[src/rtl/mdiv_pkg.sv]
// Shared types and constants for the scaled multiply-divide block.
`timescale 1ns / 1ps
`default_nettype none

package mdiv_pkg;

  // Default operand width.
  localparam int unsigned WidthDefault = 64;

  // Sequencer states, one-hot.
  typedef enum logic [3:0] {
    S_IDLE = 4'b0001,
    S_MUL  = 4'b0010,
    S_DIV  = 4'b0100,
    S_DONE = 4'b1000
  } state_e;

  // Status from the sequencer to the top level.
  typedef struct packed {
    logic idle;  // ready for a new operand beat
    logic done;  // result waiting in the sequencer
  } seq_sts_t;

endpackage

`default_nettype wire

[src/rtl/mdiv_addsub.sv]
// Shared adder/subtractor used by both the multiply and divide passes.
`timescale 1ns / 1ps
`default_nettype none

module mdiv_addsub #(
  parameter int unsigned WIDTH = 64
) (
  input  wire logic [WIDTH-1:0] op_a_i,
  input  wire logic [WIDTH-1:0] op_b_i,
  input  wire logic             sub_i,
  output logic      [WIDTH:0]   sum_o
);

  logic [WIDTH-1:0] op_b_x;

  // sum_o[WIDTH] is the carry out; on subtract it is high when op_a >= op_b.
  assign op_b_x = sub_i ? ~op_b_i : op_b_i;
  assign sum_o  = {1'b0, op_a_i} + {1'b0, op_b_x} + {{WIDTH{1'b0}}, sub_i};

endmodule

`default_nettype wire

[src/rtl/mdiv_seq.sv]
// Sequencer and datapath: shift-add multiply, then restoring divide.
`timescale 1ns / 1ps
`default_nettype none

module mdiv_seq #(
  parameter int unsigned WIDTH = 64
) (
  input  wire logic                clk_i,
  input  wire logic                rst_ni,
  input  wire logic                start_i,
  input  wire logic [WIDTH-1:0]    multiplicand_i,
  input  wire logic [WIDTH-1:0]    multiplier_i,
  input  wire logic [WIDTH-1:0]    divisor_i,
  input  wire logic                res_ready_i,
  output mdiv_pkg::seq_sts_t       sts_o,
  output logic      [WIDTH-1:0]    quotient_o,
  output logic                     divide_by_zero_o
);

  import mdiv_pkg::*;

  localparam int unsigned CntW = $clog2(2 * WIDTH);

  state_e            state_q, state_d;
  logic [CntW-1:0]   cnt_q, cnt_d;
  logic [WIDTH-1:0]  a_q, a_d;
  logic [WIDTH-1:0]  c_q, c_d;
  logic [WIDTH-1:0]  hi_q, hi_d;
  logic [WIDTH-1:0]  lo_q, lo_d;
  logic [WIDTH-1:0]  rem_q, rem_d;
  logic              dz_q, dz_d;

  logic [WIDTH-1:0]  add_a;
  logic [WIDTH-1:0]  add_b;
  logic              add_sub;
  logic [WIDTH:0]    add_sum;
  logic [WIDTH-1:0]  rem_sh;
  logic              take;

  mdiv_addsub #(.WIDTH(WIDTH)) u_addsub (
    .op_a_i (add_a),
    .op_b_i (add_b),
    .sub_i  (add_sub),
    .sum_o  (add_sum)
  );

  // Divide step: shift next dividend bit into the partial remainder.
  assign rem_sh = {rem_q[WIDTH-2:0], hi_q[WIDTH-1]};
  // Subtract when the shifted-out bit was set or the remainder covers c.
  assign take   = rem_q[WIDTH-1] | add_sum[WIDTH];

  always_comb begin
    add_a   = hi_q;
    add_b   = lo_q[0] ? a_q : '0;
    add_sub = 1'b0;
    if (state_q == S_DIV) begin
      add_a   = rem_sh;
      add_b   = c_q;
      add_sub = 1'b1;
    end
  end

  always_comb begin
    state_d = state_q;
    cnt_d   = cnt_q;
    a_d     = a_q;
    c_d     = c_q;
    hi_d    = hi_q;
    lo_d    = lo_q;
    rem_d   = rem_q;
    dz_d    = dz_q;
    case (state_q)
      S_IDLE: begin
        if (start_i) begin
          a_d   = multiplicand_i;
          c_d   = divisor_i;
          hi_d  = '0;
          lo_d  = multiplier_i;
          rem_d = '0;
          cnt_d = CntW'(WIDTH - 1);
          if (divisor_i == '0) begin
            lo_d    = '1;
            dz_d    = 1'b1;
            state_d = S_DONE;
          end else begin
            dz_d    = 1'b0;
            state_d = S_MUL;
          end
        end
      end
      S_MUL: begin
        // Add a when the low multiplier bit is set, then shift the pair right.
        hi_d  = add_sum[WIDTH:1];
        lo_d  = {add_sum[0], lo_q[WIDTH-1:1]};
        cnt_d = cnt_q - 1'b1;
        if (cnt_q == '0) begin
          cnt_d   = CntW'(2 * WIDTH - 1);
          state_d = S_DIV;
        end
      end
      S_DIV: begin
        // Dividend shifts out at the top, quotient bits fill in at the bottom.
        rem_d = take ? add_sum[WIDTH-1:0] : rem_sh;
        hi_d  = {hi_q[WIDTH-2:0], lo_q[WIDTH-1]};
        lo_d  = {lo_q[WIDTH-2:0], take};
        cnt_d = cnt_q - 1'b1;
        if (cnt_q == '0) begin
          state_d = S_DONE;
        end
      end
      S_DONE: begin
        if (res_ready_i) begin
          state_d = S_IDLE;
        end
      end
      default: begin
        state_d = S_IDLE;
      end
    endcase
  end

  always_ff @(posedge clk_i or negedge rst_ni) begin
    if (!rst_ni) begin
      state_q <= S_IDLE;
      cnt_q   <= '0;
    end else begin
      state_q <= state_d;
      cnt_q   <= cnt_d;
    end
  end

  always_ff @(posedge clk_i) begin
    a_q   <= a_d;
    c_q   <= c_d;
    hi_q  <= hi_d;
    lo_q  <= lo_d;
    rem_q <= rem_d;
    dz_q  <= dz_d;
  end

  assign sts_o.idle       = (state_q == S_IDLE);
  assign sts_o.done       = (state_q == S_DONE);
  assign quotient_o       = lo_q;
  assign divide_by_zero_o = dz_q;

endmodule

`default_nettype wire

[src/rtl/mul_div_64.sv]
// An accepted beat runs the multiply pass (S_MUL), then the divide pass (S_DIV), to S_DONE;
// a zero divisor goes straight to S_DONE. The result then loads into the output register
// when it is empty or draining. One item at a time: the shared adder does WIDTH multiply
// steps then 2*WIDTH divide steps; in_ready_o is low while it works.
// Reset: rst_ni is asynchronous, active low; it idles the sequencer and empties
// the output register. Nothing else holds state between items.
`timescale 1ns / 1ps
`default_nettype none

module mul_div_64 #(
  parameter int unsigned WIDTH = mdiv_pkg::WidthDefault
) (
  input  wire logic             clk_i,
  input  wire logic             rst_ni,
  input  wire logic             in_valid_i,
  output logic                  in_ready_o,
  input  wire logic [WIDTH-1:0] multiplicand_i,
  input  wire logic [WIDTH-1:0] multiplier_i,
  input  wire logic [WIDTH-1:0] divisor_i,
  output logic                  out_valid_o,
  input  wire logic             out_ready_i,
  output logic      [WIDTH-1:0] quotient_o,
  output logic                  divide_by_zero_o
);

  import mdiv_pkg::*;

  seq_sts_t          sts;
  logic [WIDTH-1:0]  seq_quot;
  logic              seq_dz;
  logic              load;
  logic              out_valid_q, out_valid_d;
  logic [WIDTH-1:0]  quot_q;
  logic              dz_q;

  // Move the result into the output register when it is empty or draining.
  assign load       = sts.done & (~out_valid_q | out_ready_i);
  assign in_ready_o = sts.idle;

  mdiv_seq #(.WIDTH(WIDTH)) u_seq (
    .clk_i            (clk_i),
    .rst_ni           (rst_ni),
    .start_i          (in_valid_i & sts.idle),
    .multiplicand_i   (multiplicand_i),
    .multiplier_i     (multiplier_i),
    .divisor_i        (divisor_i),
    .res_ready_i      (load),
    .sts_o            (sts),
    .quotient_o       (seq_quot),
    .divide_by_zero_o (seq_dz)
  );

  always_comb begin
    out_valid_d = out_valid_q;
    if (load) begin
      out_valid_d = 1'b1;
    end else if (out_ready_i) begin
      out_valid_d = 1'b0;
    end
  end

  always_ff @(posedge clk_i or negedge rst_ni) begin
    if (!rst_ni) begin
      out_valid_q <= 1'b0;
    end else begin
      out_valid_q <= out_valid_d;
    end
  end

  always_ff @(posedge clk_i) begin
    if (load) begin
      quot_q <= seq_quot;
      dz_q   <= seq_dz;
    end
  end

  assign out_valid_o      = out_valid_q;
  assign quotient_o       = quot_q;
  assign divide_by_zero_o = dz_q;

endmodule

`default_nettype wire

[config.mk]
export PLATFORM = sky130hd
export DESIGN_NAME = mul_div_64
export DESIGN_NICKNAME = d
export VERILOG_FILES = /design/src/rtl/mdiv_pkg.sv /design/src/rtl/mdiv_addsub.sv /design/src/rtl/mdiv_seq.sv /design/src/rtl/mul_div_64.sv
export SDC_FILE = /design/constraint.sdc
export NUM_CORES = 1
export LEC_CHECK = 0
export BUFFER_PORTS_ARGS = -buffer_cell sky130_fd_sc_hd__buf_2
export CAP_MARGIN = 20
export CORE_MARGIN = 1.5
export CORE_UTILIZATION = 50
export CTS_CLUSTER_SIZE = 16
export DETAILED_ROUTE_END_ITERATION = 12
export PLACE_DENSITY = 0.7
export SKIP_CTS_REPAIR_TIMING = 1
export SLEW_MARGIN = 30
export SYNTH_ARGS = -nofsm -noshare
export SYNTH_HDL_FRONTEND = slang
export SYNTH_SLANG_ARGS = --single-unit
[constraint.sdc]
create_clock -name clk_i -period 8.2 [get_ports clk_i]
set_input_delay 1.64 -clock clk_i [delete_from_list [all_inputs] [get_ports clk_i]]
set_output_delay 1.64 -clock clk_i [all_outputs]
set_load 0.02 [all_outputs]
==> key figures <==
Clocking
  – Clk root buf: clkbuf_16
  – CTS buffer count: 42
  – CTS tree: built
  – Worst-Skew Late Latency: 0.59 ns
  – TritonCTS Sinks: 398
  – Clk pin slew, worst setup/hold paths: 0.06 ns
  – H-tree Lvls: 2
  – Clk buf depth: 3

Floorplanning
  – Full die area: 0.0422 mm²
  – Boundary pin count: 263
  – FP Rows: 74
  – Initial core utilization: 50.5%
  – Core Area: 0.0406 mm²
  – Die H: 206 µm
  – Die Width: 206 µm

Logic synthesis
  – Prevailing post-synth register cell: edfxtp_1
  – Cell Area, Synth: 0.0205 mm²
  – Yosys warning count: 0
  – Cells after synthesis: 1924
  – Post-synthesis sequential element count: 398
  – Number of flops mapped to enable cells by yosys: 386
  – Post-synth net total: 2185
  – Asr flop ratio synth: 3.02%
  – Library cells used by synthesis: 71
  – Mapped Avg Cell Area: 10.7 µm²
  – Post-synthesis sequential area ratio: 58.0%

Route
  – Avg WL per Cell: 19.5 µm
  – Vias per std cell: 5.91
  – Vias post-DR: 15900
  – DRC: 0
  – Antenna-violating nets left: 0
  – First-pass detailed-route iteration total: 6
  – Initial DRC Count: 1543
  – Total Wirelength: 52300 µm

Timing
  – RSZ-0062 raised after global routing: no
  – Fin. Hold Viols: 0
  – Fin Hold WS: 0.451 ns
  – Final-report setup violation count: 0
  – Tcrit/Tclk final: 73.6%
  – Final Skew: 0.0290 ns
  – Setup TNS: 0 ns
  – Worst slew pin tran: 0.960 ns
  – Final slew viol count: 0
  – Rel. slew slack: 36.0%
  – Min cycle time layout: 6.04 ns
  – Highest Clock Rate: 166 MHz
  – Worst setup margin: 2.16 ns

Worst setup path
  – Crit path cell chain: or4b_4, buf_4, nand3_1, o21ai_0, ha_1, o211ai_1, o211ai_1, a31oi_1, a31oi_1, a31oi_1, o21a_1, o31ai_4, buf_4, nand2_1, xor2_1, nor2_1
  – CP required: 8.50 ns
  – Crit Reg-Reg Startpoint: u_seq.state_q[1]
  – Worst Setup Path Type: flip-flop to flip-flop
  – Crit path arrival time: 6.34 ns
  – Critical path's most frequent cell: a31oi_1
  – CP Max Fanout: 68
  – Worst Setup Start Kind: flip-flop
  – Slowest CP cell: or4b_4
  – Crit. End Element: flip-flop
  – Peak per-stage delay on the critical path: 0.86 ns
  – CP startpoint: u_seq.state_q[1]

Global route
  – Number of antenna violations at the first check in global routing: 2
  – Met3 usage: 3.61%
  – GRT overflow: 0
  – First-pass GRT wire length: 80800 µm
  – GRT Total Usage: 24.6%
  – Largest net degree at the start of global routing: 119
  – Vias in the first global route: 14900
  – Gr busiest metal: met2
  – Met1 usage: 34.7%
  – Grt met2 use: 38.8%

Power and ir drop
  – PnR Total Power: 4.37 mW
  – Pwr/cell area: 184 mW/mm²
  – Max IR drop VDD: 165 µV
  – Leak Pwr: 9.49 nW

Layout
  – Layout cell share with drive strength beyond 1: 17.8%
  – Antenna diodes: 0
  – Fin area: 0.0237 mm²
  – Layout area overhead: 15.8%
  – Post-Layout Cell Count: 2682
  – Most frequent cells in the layout: nand2_1 (412), edfxtp_1 (386), buf_2 (262)
  – Fin util: 58.4%
  – Nets: 2377
  – Most common cell after layout, fill and taps aside: nand2_1

Placement
  – Placed cell areas: 0.0222 mm²
  – Cells after DPL: 2604
  – HPWL Detailed: 35400 µm
  – IO Port Bufs: 262
  – Setup WS pre-CTS: 2.22 ns
  – Final GP Congestion: 0.918

Run status
  – Status: completed

Min path
  – Min-delay src: u_seq.divide_by_zero_o
  – Hold WC Path Type: flip-flop to flip-flop

Job
  – Number of max-cap violations: 0
==> layer usage <==
metal	vias to the layer above	share of wire, %
li1	7577	-
met1	7530	45
met2	646	46
met3	95	6.6
met4	4	2.8
met5	-	0.053
==> flip-flops by register name (all words and copies together) (netlist names) <==
signal,flops
divide_by_zero_o,1
out_valid_o,1
quotient_o,64
u_seq.a_q,64
u_seq.c_q,64
u_seq.cnt_q,7
u_seq.divide_by_zero_o,1
u_seq.hi_q,64
u_seq.quotient_o,64
u_seq.rem_q,64
u_seq.state_q,4
==> path summary, 6_finish.rpt <==
path | end | depth (start not counted) | slack, ns
max in group asynchronous | u_seq.state_q[0] | 1 | 7.01
hold / removal | divide_by_zero_o | 0 | 0.45
setup / recovery | u_seq.rem_q[0] | 16 | 2.16
setup reg to reg | u_seq.rem_q[0] | 16 | 2.16
hold reg to reg | divide_by_zero_o | 0 | 0.45
min in group asynchronous | u_seq.cnt_q[6] | 1 | 0.92
==> layout make-up <==
class	count	area, µm²
clock buffers	47	1070
multi-input cells	1380	8120
clock inverters	31	468
well taps	532	666
fillers	3412	16900
repair buffers	280	1470
inverters	14	55.1
flip-flops and latches	398	11900
==> cells in the mapped netlist (3+ instances only) <==
cell,count,area [µm²]
or3_1,4,25.0
o21bai_1,14,105
o211ai_1,8,60.1
edfxtp_1,386,11600
nor4_1,18,113
nor4b_1,3,26.3
nand3_1,82,410
inv_1,14,52.6
a221o_1,3,30.0
o31ai_1,8,60.1
clkbuf_1,110,413
buf_2,8,40.0
nand2b_1,5,31.3
a22oi_1,63,473
nor3_1,21,105
nor2b_1,11,68.8
o22ai_1,5,31.3
a211oi_1,8,60.1
buf_1,14,52.6
dfrtp_1,11,275
nand2_1,413,1550
mux2i_1,4,40.0
a221oi_1,4,35.0
and3_1,9,56.3
a21boi_0,4,30.0
a2111oi_0,3,26.3
a21oi_1,121,606
o21a_1,11,82.6
ha_1,64,801
a31oi_1,16,100
and2_1,4,25.0
a21o_1,42,315
xnor2_1,35,307
xor2_1,22,193
or4_1,4,30.0
a31o_2,5,43.8
nand4_1,26,163
a22o_1,51,447
nor2_1,68,255
o21ai_0,181,906
and4_1,5,43.8
==> cells by family (layout without fill, tap and decap cells) <==
kind of cell / count (synthesis) / count (layout) / share of synthesized area [%]
adders and majority gates: 65 / 65 / 4.00
xor gates and xnor gates: 58 / 58 / 2.51
and+or+nand+nor: 680 / 680 / 14.5
buffers and inverters: 146 / 372 / 2.72
AOI/OAI and AO/OA: 572 / 572 / 18.0
muxes: 5 / 5 / 0.305
DFF: 398 / 398 / 58.0
==> power breakdown <==
group	internal [mW]	total [mW]	switching (mW)
sequential	2.21	2.21	0.0000000000000000142
clock	1.27	2.10	0.835
combinational	0.0333	0.0572	0.0239
==> critical path: cells and delay by family (launching register included) <==
family	cells	cell delay (ns)
AO/OA/AOI/OAI	8	2.45
XOR/XNOR	1	0.15
buffers and inverters	2	1.05
adder cells (fa/ha/maj)	1	0.38
AND/OR/NAND/NOR	4	1.17
flip-flops	1	0.43
No activity file was read; power rests on OpenSTA's default activity.
